--- src/svmm_pkg.sv ---
// shared constants, types and helper functions of the svpwm min-max injection block
// no dependencies
`default_nettype none

package svmm_pkg;

  localparam int CMD_WIDTH    = 16;
  localparam int COUNT_WIDTH  = 16;
  localparam int GUARD_WIDTH  = 12;
  localparam int FRAC_BITS    = CMD_WIDTH - 2;
  localparam int SCALE_BITS   = 16;
  localparam int SCALE_WIDTH  = SCALE_BITS + 1;
  localparam int LIMIT_WIDTH  = FRAC_BITS + 2;
  localparam int SPAN_WIDTH   = CMD_WIDTH;
  localparam int SUM_WIDTH    = CMD_WIDTH + 1;
  localparam int W_WIDTH      = FRAC_BITS + 3;
  localparam int SECTOR_WIDTH = 3;
  localparam int ADDR_WIDTH   = 4;
  localparam int DATA_WIDTH   = 32;

  localparam logic [SCALE_WIDTH-1:0] SCALE_ONE = SCALE_WIDTH'(2 ** SCALE_BITS);

  localparam logic [SECTOR_WIDTH-1:0] SECTOR_ABC = 3'd1;
  localparam logic [SECTOR_WIDTH-1:0] SECTOR_BAC = 3'd2;
  localparam logic [SECTOR_WIDTH-1:0] SECTOR_BCA = 3'd3;
  localparam logic [SECTOR_WIDTH-1:0] SECTOR_CBA = 3'd4;
  localparam logic [SECTOR_WIDTH-1:0] SECTOR_CAB = 3'd5;
  localparam logic [SECTOR_WIDTH-1:0] SECTOR_ACB = 3'd6;

  localparam int S_IN     = 0;
  localparam int S_SPAN   = 1;
  localparam int S_DIV    = 2;
  localparam int S_MUL    = S_DIV + SCALE_BITS;
  localparam int S_RND    = S_MUL + 1;
  localparam int S_MRG    = S_RND + 1;
  localparam int S_W      = S_MRG + 1;
  localparam int S_PM     = S_W + 1;
  localparam int S_OUT    = S_PM + 1;
  localparam int N_STAGES = S_OUT + 1;

  typedef enum logic [ADDR_WIDTH-3:0] {
    REG_PERIOD = 2'd0,
    REG_GUARD  = 2'd1,
    REG_ENABLE = 2'd2
  } reg_idx_t;

  typedef logic signed [CMD_WIDTH-1:0] cmd_t;
  typedef logic [N_STAGES-1:0] stage_en_t;

  typedef struct packed {
    cmd_t [2:0] ph;
    logic       need;
  } div_tag_t;

  typedef struct packed {
    logic [COUNT_WIDTH-1:0] period;
    logic [GUARD_WIDTH-1:0] guard;
    logic                   bad;
  } timing_t;

  function automatic cmd_t max3(cmd_t a, cmd_t b, cmd_t c);
    cmd_t m;
    m = (b > a) ? b : a;
    return (c > m) ? c : m;
  endfunction

  function automatic cmd_t min3(cmd_t a, cmd_t b, cmd_t c);
    cmd_t m;
    m = (b < a) ? b : a;
    return (c < m) ? c : m;
  endfunction

endpackage

`default_nettype wire

--- src/svmm_merge.sv ---
// merge of the three lanes: max plus min, sector, zero-sequence value and scale
// depends on svmm_pkg
`default_nettype none

module svmm_merge (
  input  logic                             clk,
  input  svmm_pkg::stage_en_t              en,
  input  svmm_pkg::timing_t                tm,
  input  svmm_pkg::cmd_t [2:0]             scaled,
  input  logic [svmm_pkg::SCALE_WIDTH-1:0]   scale_in,
  output logic signed [svmm_pkg::SUM_WIDTH-1:0] sum,
  output logic [svmm_pkg::SECTOR_WIDTH-1:0]  sector,
  output logic [svmm_pkg::SCALE_WIDTH-1:0]   scale_factor,
  output svmm_pkg::cmd_t                   zero_seq
);
  import svmm_pkg::*;

  localparam int ZMAX = 2 ** (CMD_WIDTH - 1) - 1;
  localparam int ZMIN = -(2 ** (CMD_WIDTH - 1));

  function automatic logic [SECTOR_WIDTH-1:0] sector_of(cmd_t a, cmd_t b, cmd_t c);
    logic [SECTOR_WIDTH-1:0] s;
    if (a >= b) begin
      if (b >= c) s = SECTOR_ABC;
      else if (a >= c) s = SECTOR_ACB;
      else s = SECTOR_CAB;
    end else begin
      if (a >= c) s = SECTOR_BAC;
      else if (b >= c) s = SECTOR_BCA;
      else s = SECTOR_CBA;
    end
    return s;
  endfunction

  logic [SCALE_WIDTH-1:0]  scale_r;
  logic [SCALE_WIDTH-1:0]  scale_m;
  logic [SCALE_WIDTH-1:0]  scale_w;
  logic [SCALE_WIDTH-1:0]  scale_p;
  logic [SCALE_WIDTH-1:0]  scale_o;
  logic [SECTOR_WIDTH-1:0] sector_m;
  logic [SECTOR_WIDTH-1:0] sector_w;
  logic [SECTOR_WIDTH-1:0] sector_p;
  cmd_t                    mx;
  cmd_t                    mn;
  logic signed [SUM_WIDTH:0]   nsum;
  logic signed [SUM_WIDTH-1:0] half;
  cmd_t                    zs_sat;
  cmd_t                    zs_w;
  cmd_t                    zs_p;

  assign mx = max3(scaled[0], scaled[1], scaled[2]);
  assign mn = min3(scaled[0], scaled[1], scaled[2]);

  assign nsum = -$signed((SUM_WIDTH + 1)'(sum));
  assign half = nsum[SUM_WIDTH:1];

  always_comb begin
    if (tm.bad) begin
      zs_sat = '0;
    end else if (half > $signed(SUM_WIDTH'(ZMAX))) begin
      zs_sat = CMD_WIDTH'(ZMAX);
    end else if (half < $signed(SUM_WIDTH'(ZMIN))) begin
      zs_sat = CMD_WIDTH'(ZMIN);
    end else begin
      zs_sat = half[CMD_WIDTH-1:0];
    end
  end

  always_ff @(posedge clk) begin
    if (en[S_MUL]) begin
      scale_r <= scale_in;
    end
    if (en[S_RND]) begin
      scale_m <= scale_r;
    end
    if (en[S_MRG]) begin
      sum      <= $signed(SUM_WIDTH'(mx)) + $signed(SUM_WIDTH'(mn));
      sector_m <= sector_of(scaled[0], scaled[1], scaled[2]);
      scale_w  <= scale_m;
    end
    if (en[S_W]) begin
      zs_w     <= zs_sat;
      sector_w <= sector_m;
      scale_p  <= scale_w;
    end
    if (en[S_PM]) begin
      zs_p     <= zs_w;
      sector_p <= sector_w;
      scale_o  <= scale_p;
    end
    if (en[S_OUT]) begin
      zero_seq     <= zs_p;
      sector       <= sector_p;
      scale_factor <= scale_o;
    end
  end

endmodule

`default_nettype wire
--- config.mk ---
export PLATFORM = sky130hd
export DESIGN_NAME = svmm_merge
export DESIGN_NICKNAME = d
export VERILOG_FILES = /design/src/svmm_pkg.sv /design/src/svmm_merge.sv
export SDC_FILE = /design/constraint.sdc
export NUM_CORES = 1
export LEC_CHECK = 0
export ABC_AREA = 1
export BUFFER_PORTS_ARGS = -buffer_cell sky130_fd_sc_hd__buf_2
export CAP_MARGIN = 10
export CORE_ASPECT_RATIO = 2
export CORE_MARGIN = 1
export CORE_UTILIZATION = 45
export CTS_BUF_LIST = sky130_fd_sc_hd__clkbuf_8 sky130_fd_sc_hd__clkbuf_16
export DETAILED_ROUTE_END_ITERATION = 16
export PLACE_DENSITY = 0.77
export SYNTH_ARGS = -nofsm -noshare
export SYNTH_HDL_FRONTEND = slang
export SYNTH_SLANG_ARGS = --single-unit
--- constraint.sdc ---
create_clock -name clk -period 10.6 [get_ports clk]
set_clock_uncertainty 0.15 [all_clocks]
set_input_delay 0.53 -clock clk [delete_from_list [all_inputs] [get_ports clk]]
set_output_delay 0.53 -clock clk [all_outputs]
set_load 0.1 [all_outputs]
# After elaboration in Yosys (flattened, before gate mapping)
# Cells that the tools add are included.
# word_totals
regBits,179
in_bits,119
out_inout_bits,53
word_cells,38
# op_classes
addsub,2
order_cmp,9
mux,11
reduce_logical,1
# ops
op,count
$mux W16,5
$ge A16 B16 Y1,3
$gt A16 B16 Y1,2
$lt A16 B16 Y1,2
$neg A17 Y18,1
$add A16 B16 Y17,1
$gt A17 B16 Y1 const B,1
$lt A17 B16 Y1 const B,1
$mux W15,1
$mux W3,4
$mux W2,1
$reduce_or A2 Y1,1

# Longest topological paths before layout
# Gate-level depths: netlist of run 1.
# depth
ltp_word,5
ltp_mapped,46

# Least setup slack after synthesis of run 1
# Ideal clock, no wire load.
# synth_timing
kind,input to register
startpoint,input scaled[31] (netlist bit)
endpoint,register sum[14] (netlist bit) (data pin)
setup_ns,0.262
arrival_ns,5.313
t_required_ns,10.188
path_slack_ns,4.874
stages,37
cell_sequence,inv_1 > ha_1 > nand2_1 > inv_2 > nand3_2 > nor2_1 > nand2_1 > nand2_1 > nand2_1 > nand2_1 > clkbuf_1 > nand2_1 > o21ai_0 > ha_1 > a21oi_1 > nor2_1 > a211oi_1 > o211ai_1 > a221oi_1 > or2_2 > nand3_1 > inv_1 > clkbuf_1 > o21ai_0 > fa_1 > nand3_1 > a21oi_1 > o21ai_1 > nand2_1 > a21boi_1 > o21ai_0 > a21oi_1 > o21bai_1 > nand2_1 > nand2_1 > a21oi_1 > xor2_1
# synth_via
elab_chain_cells,5
# synth_rtl
item,line_no,text
"start, declared",svmm_merge.sv:9,"input svmm_pkg::cmd_t [2:0] scaled,"
$gt A16 B16 Y1 / $lt A16 B16 Y1 (equally long branches),"svmm_pkg.sv:63, svmm_pkg.sv:69",
$mux W16 (on tied branches),"svmm_pkg.sv:63, svmm_pkg.sv:69",
$gt A16 B16 Y1 / $lt A16 B16 Y1 (equally long branches),"svmm_pkg.sv:64, svmm_pkg.sv:70",
$mux W16 (on tied branches),"svmm_pkg.sv:64, svmm_pkg.sv:70",
$add A16 B16 Y17 *,svmm_merge.sv:77,sum <= $signed(SUM_WIDTH'(mx)) + $signed(SUM_WIDTH'(mn));
"end signal, assigned",svmm_merge.sv:77,
"end, declared",svmm_merge.sv:11,"output logic signed [svmm_pkg::SUM_WIDTH-1:0] sum,"
# Every way passes the cells marked *; elsewhere a longest branch is shown, timed or not.
# A chain may end at the register's enable or synchronous reset.

# Worst setup path in the final report of run 1
# layout_timing
startpoint,input scaled[29] (netlist bit)
endpoint,register sum[14] (netlist bit) (data pin)
# The elaborated chain is that of the path after synthesis.

==> results of run 1 <==
[cells by family (layout without fill, tap and decap cells)]
| logic type | count (synthesis) | after routing | share of synthesized area (%) |
|---|---|---|---|
| adders and majority gates | 97 | 97 | 12.9 |
| buffers and inverters | 131 | 272 | 5.62 |
| AOI/OAI and AO/OA | 148 | 148 | 8.97 |
| DFF | 179 | 179 | 56.9 |
| xor gates and xnor gates | 21 | 21 | 1.95 |
| and+or+nand+nor | 281 | 281 | 13.6 |
| other | 0 | 2 | 0 |
[flip-flops by register name, summed over array words and instances, names as in the netlist]
register / cells
scale_factor: 17
scale_m: 17
scale_o: 17
scale_p: 17
scale_r: 17
scale_w: 17
sector: 3
sector_m: 3
sector_p: 3
sector_w: 3
sum: 17
zero_seq: 16
zs_p: 16
zs_w: 16
[through the flow]
| stage | total power [mW] | instance area [sq um] | hold WS (ns) | util, % | std cells |
|---|---|---|---|---|---|
| 2_1_floorplan | 1.77 | 9450 | 0.250 | - | 857 |
| 3_3_place_gp | 1.94 | 10300 | 0.250 | 50.4 | 1232 |
| 3_5_place_dp | 1.96 | 10300 | 0.255 | 50.4 | 1232 |
| 4_1_cts | 2.58 | 10900 | 0.116 | 53.3 | 1264 |
| 5_1_grt | 2.70 | 10900 | 0.110 | 53.4 | 1266 |
| 6_report | 2.56 | 10900 | 0.132 | 53.4 | 1266 |
[layer usage]
metal / GRT usage (%) / up-vias
li1: - / 3263
met3: 2.76 / 45
met4: 10.6 / 0
met5: 0 / -
met2: 34.9 / 138
met1: 16.3 / 2941
[Yosys cell counts]
cell type / n / share of area (%)
a211oi_1: 3 / 0.24
a21boi_1: 1 / 0.080
a21o_1: 4 / 0.32
a21oi_1: 46 / 2.4
a21oi_2: 10 / 0.93
a221oi_1: 2 / 0.19
a31oi_1: 3 / 0.20
and2_1: 1 / 0.066
buf_1: 1 / 0.040
buf_2: 1 / 0.053
buf_6: 5 / 0.60
clkbuf_1: 9 / 0.36
edfxtp_1: 179 / 57
fa_1: 1 / 0.21
ha_1: 96 / 13
inv_1: 108 / 4.3
inv_2: 7 / 0.28
nand2_1: 163 / 6.5
nand2_2: 3 / 0.20
nand2_4: 5 / 0.60
nand3_1: 48 / 2.5
nand3_2: 4 / 0.42
nand4_1: 7 / 0.46
nand4_4: 1 / 0.23
nor2_1: 30 / 1.2
nor2_2: 2 / 0.13
nor2_4: 2 / 0.24
nor3_1: 8 / 0.42
nor3_2: 1 / 0.11
nor3_4: 1 / 0.17
nor4_1: 2 / 0.13
o2111ai_1: 1 / 0.093
o211ai_1: 5 / 0.40
o21a_1: 3 / 0.24
o21ai_0: 64 / 3.4
o21ai_1: 1 / 0.053
o21bai_1: 3 / 0.24
o221ai_1: 1 / 0.093
o31ai_1: 1 / 0.080
or2_2: 1 / 0.066
or2_4: 1 / 0.093
or4_1: 1 / 0.080
xnor2_1: 5 / 0.46
xor2_1: 16 / 1.5
[path summary, 6_finish.rpt]
kind / cells past startpoint / to / startpoint
worst max-delay path: 34 / sum[14] / scaled[29]
worst min-delay path: 1 / scale_r[15] / scale_in[15]
worst max register to register: 13 / zs_w[4] / sum[0]
worst min register to register: 0 / scale_p[11] / scale_w[11]
[power breakdown]
part           internal, mW  switching, mW
clock network         0.338          0.275
registers             0.920         0.0535
logic                 0.251          0.725
[worst register-to-register path, cell delays in order, from the launching register on]
cell	delay [ns]
edfxtp_1	0.43
inv_1	0.09
ha_1	0.19
nand2_1	0.09
nor2_1	0.09
nand2_1	0.08
nor2_1	0.20
nand4_1	0.18
nor2_1	0.15
inv_2	0.07
nor3_4	0.16
xor2_1	0.27
nand2_4	0.19
a21oi_1	0.20
[area by class of cell]
| type | instances | area (sq um) | area share (%) |
|---|---|---|---|
| clock buffer | 17 | 425 | 3.90 |
| sequential | 179 | 5380 | 49.2 |
| tap | 266 | 333 | 3.05 |
| inverter | 115 | 432 | 3.95 |
| clock inverter | 15 | 185 | 1.70 |
| multi-input combinational | 547 | 3540 | 32.4 |
| timing repair buffer | 125 | 626 | 5.73 |
| antenna | 2 | 5.00 | 0.0458 |
==> flow_metrics.env, run 1 <==
export IMPL_drive_gt1_share_pct=19.4
export IMPL_powerDensity_nw_per_um2=235
export IMPL_synth_seq_area_share_pct=56.9
export IMPL_crit_type="input pin to flip-flop"
export IMPL_first_global_vias=6139
export IMPL_place_hpwl_mm=14.8
export IMPL_antenna_found_initial=2
export IMPL_layout_common_cells="179 x edfxtp_1, 163 x nand2_1, 125 x buf_2"
export IMPL_fmax_mhz=138
export IMPL_cts_setup_buffers=0
export IMPL_post_route_min_period_ns=7.25
export IMPL_drv_slew=0
export IMPL_place_gp_congestion=0.902
export IMPL_hold_buffers=0
export IMPL_num_rows=74
export IMPL_htree_levels=4
export IMPL_drt_iter0_drc=185
export IMPL_detail_route_wl_per_cell_um=14.4
export IMPL_clk_latency_ns=0.42
export IMPL_worst_setup_path_start_kind="input pin"
export IMPL_start_util_pct=46.2
export IMPL_overflow=0
export IMPL_grt_max_degree=38
export IMPL_setup_viol=0
export IMPL_crit_path_end_kind="flip-flop"
export IMPL_cts_path_max_buffers=2
export IMPL_io_pins=172
export IMPL_r2r_slack_ns=7.91
export IMPL_hp_class="input pin to flip-flop"
export IMPL_cts_buffers=17
export IMPL_syn_inst=857
export IMPL_clock_sinks=179
export IMPL_track_usage_pct=17.5
export IMPL_yosysWarnings=0
export IMPL_slowest_stage="inv_1"
export IMPL_tns_ns=0
export IMPL_worst_slack_ns=3.35
export IMPL_synth_avg_cell_area_sq_um=11.0
export IMPL_met2_length_mm=10.4
export IMPL_grt_setup_unrepaired="no"
export IMPL_final_common_cell="edfxtp_1"
export IMPL_met3_wirelength_um=513
export IMPL_synth_seq_cells=179
export IMPL_post_cts_resized=0
export IMPL_cts_tree="done"
export IMPL_cp_arrival_ns=7.26
export IMPL_dieArea_sq_um=21600
export IMPL_top_layer="met4"
export IMPL_drc=0
export IMPL_grt_pass1_wl_mm=29.0
export IMPL_viasPerCell=5.05
export IMPL_worst_pin_slew_ns=0.959
export IMPL_num_fill_cells=1814
export IMPL_finalHoldViolations=0
export IMPL_relSlewSlack_pct=35.9
export IMPL_cts_reportedPaths_clkPinSlew_ns=0.07
export IMPL_path_buf_inv=3
export IMPL_wl_met1_mm=6.31
export IMPL_worstPathMaxFanout=34
export IMPL_irDropWorstVdd_v=0.000193
export IMPL_worstPathRequired_ns=10.61
export IMPL_maxCapViolations=0
export IMPL_finalWirelength_mm=18.2
export IMPL_synth_area_sq_um=9450
export IMPL_drt_first_pass_iters=5
export IMPL_die_w_um=104
export IMPL_core_sq_um=20500
export IMPL_cts_root_buf="clkbuf_16"
export IMPL_vias=6387
export IMPL_die_h_um=207
export IMPL_final_antenna_net_count=0
export IMPL_max_stage_delay_ns=0.59
export IMPL_syn_to_final_growth_pct=15.6
export IMPL_synth_fp_nets=1073
export IMPL_layout_worst_path_cycle_share_pct=68.4
export IMPL_pre_cts_slack_ns=2.97
export IMPL_cp_common_cell="nand2_1"
export IMPL_status="completed"
export IMPL_p_leak_nw=4.91
export IMPL_numPortBuffers=125
export IMPL_crit_family="compound AO/OA/AOI/OAI gates"
export IMPL_nets=1201
export IMPL_ys_types=44
Power figures use the tool's default switching activity.
==> run 2, diff against run 1 <==
--- a/config.mk
+++ b/config.mk
@@ -5,7 +5,7 @@
 export SDC_FILE = /design/constraint.sdc
 export NUM_CORES = 1
 export LEC_CHECK = 0
-export ABC_AREA = 1
+export ABC_AREA = 0
 export BUFFER_PORTS_ARGS = -buffer_cell sky130_fd_sc_hd__buf_2
 export CAP_MARGIN = 10
 export CORE_ASPECT_RATIO = 2
@@ -13,7 +13,7 @@
 export CORE_UTILIZATION = 45
 export CTS_BUF_LIST = sky130_fd_sc_hd__clkbuf_8 sky130_fd_sc_hd__clkbuf_16
 export DETAILED_ROUTE_END_ITERATION = 16
-export PLACE_DENSITY = 0.77
+export PLACE_DENSITY = 0.8
 export SYNTH_ARGS = -nofsm -noshare
 export SYNTH_HDL_FRONTEND = slang
 export SYNTH_SLANG_ARGS = --single-unit
==> constraint.sdc (replaced) <==
create_clock -name clk -period 5.85 [get_ports clk]
set_clock_uncertainty 0.15 [all_clocks]
set_input_delay 0.2925 -clock clk [delete_from_list [all_inputs] [get_ports clk]]
set_output_delay 0.2925 -clock clk [all_outputs]
set_load 0.1 [all_outputs]
==> run 2 against run 1 <==
  * The flow now finishes with violations (negative setup slack)
  * Register-to-register slack worse by 5.3 ns
  * Final cell count fell by 2.8%
  * Utilization rose by 9.5 points
  * Hold slack gained 0.024 ns
  * Global-route usage rose by 4.8 points
  * First-iteration DRC count increased by 37%
  * Setup slack worse by 3.7 ns
  * Routed wire length grew 21%
  * Largest power group unchanged
  * Highest routed layer unchanged
==> flow_metrics.env, run 2 <==
export IMPL_status="finished with violations"
export IMPL_violations="negative setup slack"
export IMPL_max_stage_delay_ns=0.47
export IMPL_synth_top_cells_by_count="179 x edfxtp_1, 96 x ha_1, 64 x mux2i_1"
export IMPL_drt_first_pass_iters=5
export IMPL_reg2reg_depth=8
export IMPL_layout_worst_path_cycle_share_pct=106
export IMPL_final_antenna_net_count=0
export IMPL_finalHoldViolations=0
export IMPL_dp_cells=1153
export IMPL_final_common_cell="edfxtp_1"
export IMPL_num_rows=73
export IMPL_grt_setup_unrepaired="yes"
export IMPL_htree_levels=4
export IMPL_place_hpwl_mm=15.9
export IMPL_cts_tree="done"
export IMPL_relSlewSlack_pct=43.7
export IMPL_synth_xor_area_share_pct=2.02
export IMPL_syn_to_final_growth_pct=37.1
export IMPL_worstPathMaxFanout=6
export IMPL_cts_reportedPaths_clkPinSlew_ns=0.06
export IMPL_detail_route_wl_per_cell_um=17.9
export IMPL_crit_type="input pin to flip-flop"
export IMPL_power_total_mw=4.68
export IMPL_cts_buffers=17
export IMPL_grt_pass1_wl_mm=33.9
export IMPL_pre_cts_slack_ns=-1.08
export IMPL_die_w_um=102
export IMPL_powerDensity_nw_per_um2=375
export IMPL_drv_slew=0
export IMPL_p_leak_nw=5.33
export IMPL_cp_arrival_ns=6.19
export IMPL_final_instance_count_excl_fill=1231
export IMPL_drt_iter0_drc=254
export IMPL_yosysMostFrequentCell="edfxtp_1"
export IMPL_synth_avg_cell_area_sq_um=14.0
export IMPL_r2r_end="zs_w[9]"
export IMPL_maxCapViolations=0
export IMPL_synth_edf_count=179
export IMPL_numPortBuffers=125
export IMPL_fin_area_sq_um=12500
export IMPL_yosys_area_share_simple_pct=6.82
export IMPL_worst_pin_slew_ns=0.844
export IMPL_critPathCapture="sum[15]"
export IMPL_synth_compound_area_share_pct=8.45
export IMPL_worstPathRequired_ns=5.86
export IMPL_r2r_slack_ns=2.63
export IMPL_async_flop_share_pct=0
export IMPL_synth_fp_nets=865
export IMPL_cp_common_cell="mux2i_4"
export IMPL_irDropWorstVdd_v=0.000290
export IMPL_post_route_min_period_ns=6.18
export IMPL_synth_top_family_by_area="adder cells"
export IMPL_fmax_mhz=162
export IMPL_clock_sinks=179
export IMPL_ys_flop_type="edfxtp_1"
export IMPL_synth_area_leaders="edfxtp_1 59%, ha_1 13%, mux2i_1 7.1%, a21oi_1 2.3%, inv_1 1.8%"
export IMPL_dieArea_sq_um=20800
export IMPL_diodes=0
export IMPL_drive_gt1_share_pct=40.1
export IMPL_crit_path_end_kind="flip-flop"
export IMPL_vias=6411
export IMPL_hp_class="input pin to flip-flop"
export IMPL_rr_startpoint="sum[1]"
export IMPL_core_sq_um=19800
export IMPL_die_h_um=203
export IMPL_post_route_util_pct=62.8
export IMPL_place_gp_congestion=0.956
export IMPL_placed_cell_area_sq_um=11100
export IMPL_synth_seq_cells=179
export IMPL_worst_setup_path_start_kind="input pin"
export IMPL_layout_common_cells="179 x edfxtp_1, 146 x buf_4, 123 x buf_2"
export IMPL_first_global_vias=6850
export IMPL_synth_adder_area_share_pct=13.5
export IMPL_start_util_pct=45.8
export IMPL_synth_mux_area_share_pct=7.57
export IMPL_syn_inst=649
export IMPL_yosys_area_top_type="edfxtp_1"
export IMPL_clk_latency_ns=0.42
export IMPL_synth_area_sq_um=9090
export IMPL_setup_viol=3
export IMPL_grt_max_degree=38
export IMPL_io_pins=172
export IMPL_synth_seq_area_share_pct=59.2
export IMPL_ys_types=62
export IMPL_cts_root_buf="clkbuf_16"
export IMPL_yosysWarnings=0
export IMPL_drc=0
export IMPL_nets=1172
export IMPL_slowest_stage="a2111oi_4"
export IMPL_track_usage_pct=22.3
export IMPL_overflow=0
export IMPL_critPathLaunch="scaled[19]"
export IMPL_worst_slack_ns=-0.326
export IMPL_cts_path_max_buffers=2
export IMPL_antenna_found_initial=0
export IMPL_viasPerCell=5.21
export IMPL_synth_top_area_share_pct=59.2
export IMPL_finalWirelength_mm=22.1
## run 2: area by class of cell
| cell class | instances | area (sq um) |
|---|---|---|
| Fill cell | 1457 | 7370 |
| Sequential cell | 179 | 5380 |
| Multi-Input combinational cell | 417 | 3980 |
| Timing Repair Buffer | 297 | 2040 |
| Clock buffer | 17 | 425 |
| Tap cell | 262 | 328 |
| Inverter | 44 | 170 |
| Clock inverter | 15 | 131 |
## run 2: cell families (layout without fill, tap and decap cells)
group	count (synthesis)	in the layout
multiplexers	67	67
XOR/XNOR	21	21
AND/OR/NAND/NOR	112	112
adder cells (fa/ha/maj)	98	98
flip-flops	179	179
AO/OA/AOI/OAI	119	119
buffers and inverters	53	373
## run 2: worst max-delay path: cells and delay by family
| kind | cells | cell delay (ns) |
|---|---|---|
| adder cells (fa/ha/maj) | 3 | 0.77 |
| AO/OA/AOI/OAI | 14 | 2.69 |
| AND/OR/NAND/NOR | 4 | 0.72 |
| XOR/XNOR | 1 | 0.11 |
| multiplexers | 4 | 1.05 |
| buffers and inverters | 5 | 0.54 |
## run 2: power by group
group | internal, mW | switching [mW] | total (mW)
Combinational | 0.727 | 1.15 | 1.88
Sequential | 1.63 | 0.107 | 1.74
Clock | 0.590 | 0.468 | 1.06
Total | 2.95 | 1.73 | 4.68
## run 2: per-stage QoR
step	hold WS, ns	setup TNS [ns]
after floorplan	0.241	-1.53
after global placement	0.250	-5.27
after detailed placement	0.255	-7.04
after CTS	0.145	-0.805
after global routing	0.163	-2.39
final	0.156	-0.821
## run 2: how the worst min path moves through the flow
stage	endpoint	slack, ns	depth (start not counted)	startpoint
after global placement	scale_p[7]	0.25	0	scale_w[7]
after floorplan	scale_r[0]	0.24	0	scale_in[0]
after global routing	scale_r[9]	0.16	1	en[18]
after detailed placement	scale_m[16]	0.25	0	scale_r[16]
after CTS	scale_r[10]	0.15	1	en[18]
final	scale_r[10]	0.16	1	en[18]
## run 2: timing repair
| action | 4_1_cts | 5_1_grt |
|---|---|---|
| gates resized for setup | 42 | 37 |
| cloned | 1 | 0 |
| hold buffers | 17 | 0 |
| pin swaps | 12 | 32 |
| setup buffers | 25 | 6 |
| hold endpoints to repair | 17 | 0 |
| setup endpoints to repair | 6 | 10 |
## run 2: per-layer routing
metal  wire (um)  GRT usage, %
met2       12700          43.0
met3         738          3.48
met1        7030          19.4
met4        1620          16.6
met5           0             0
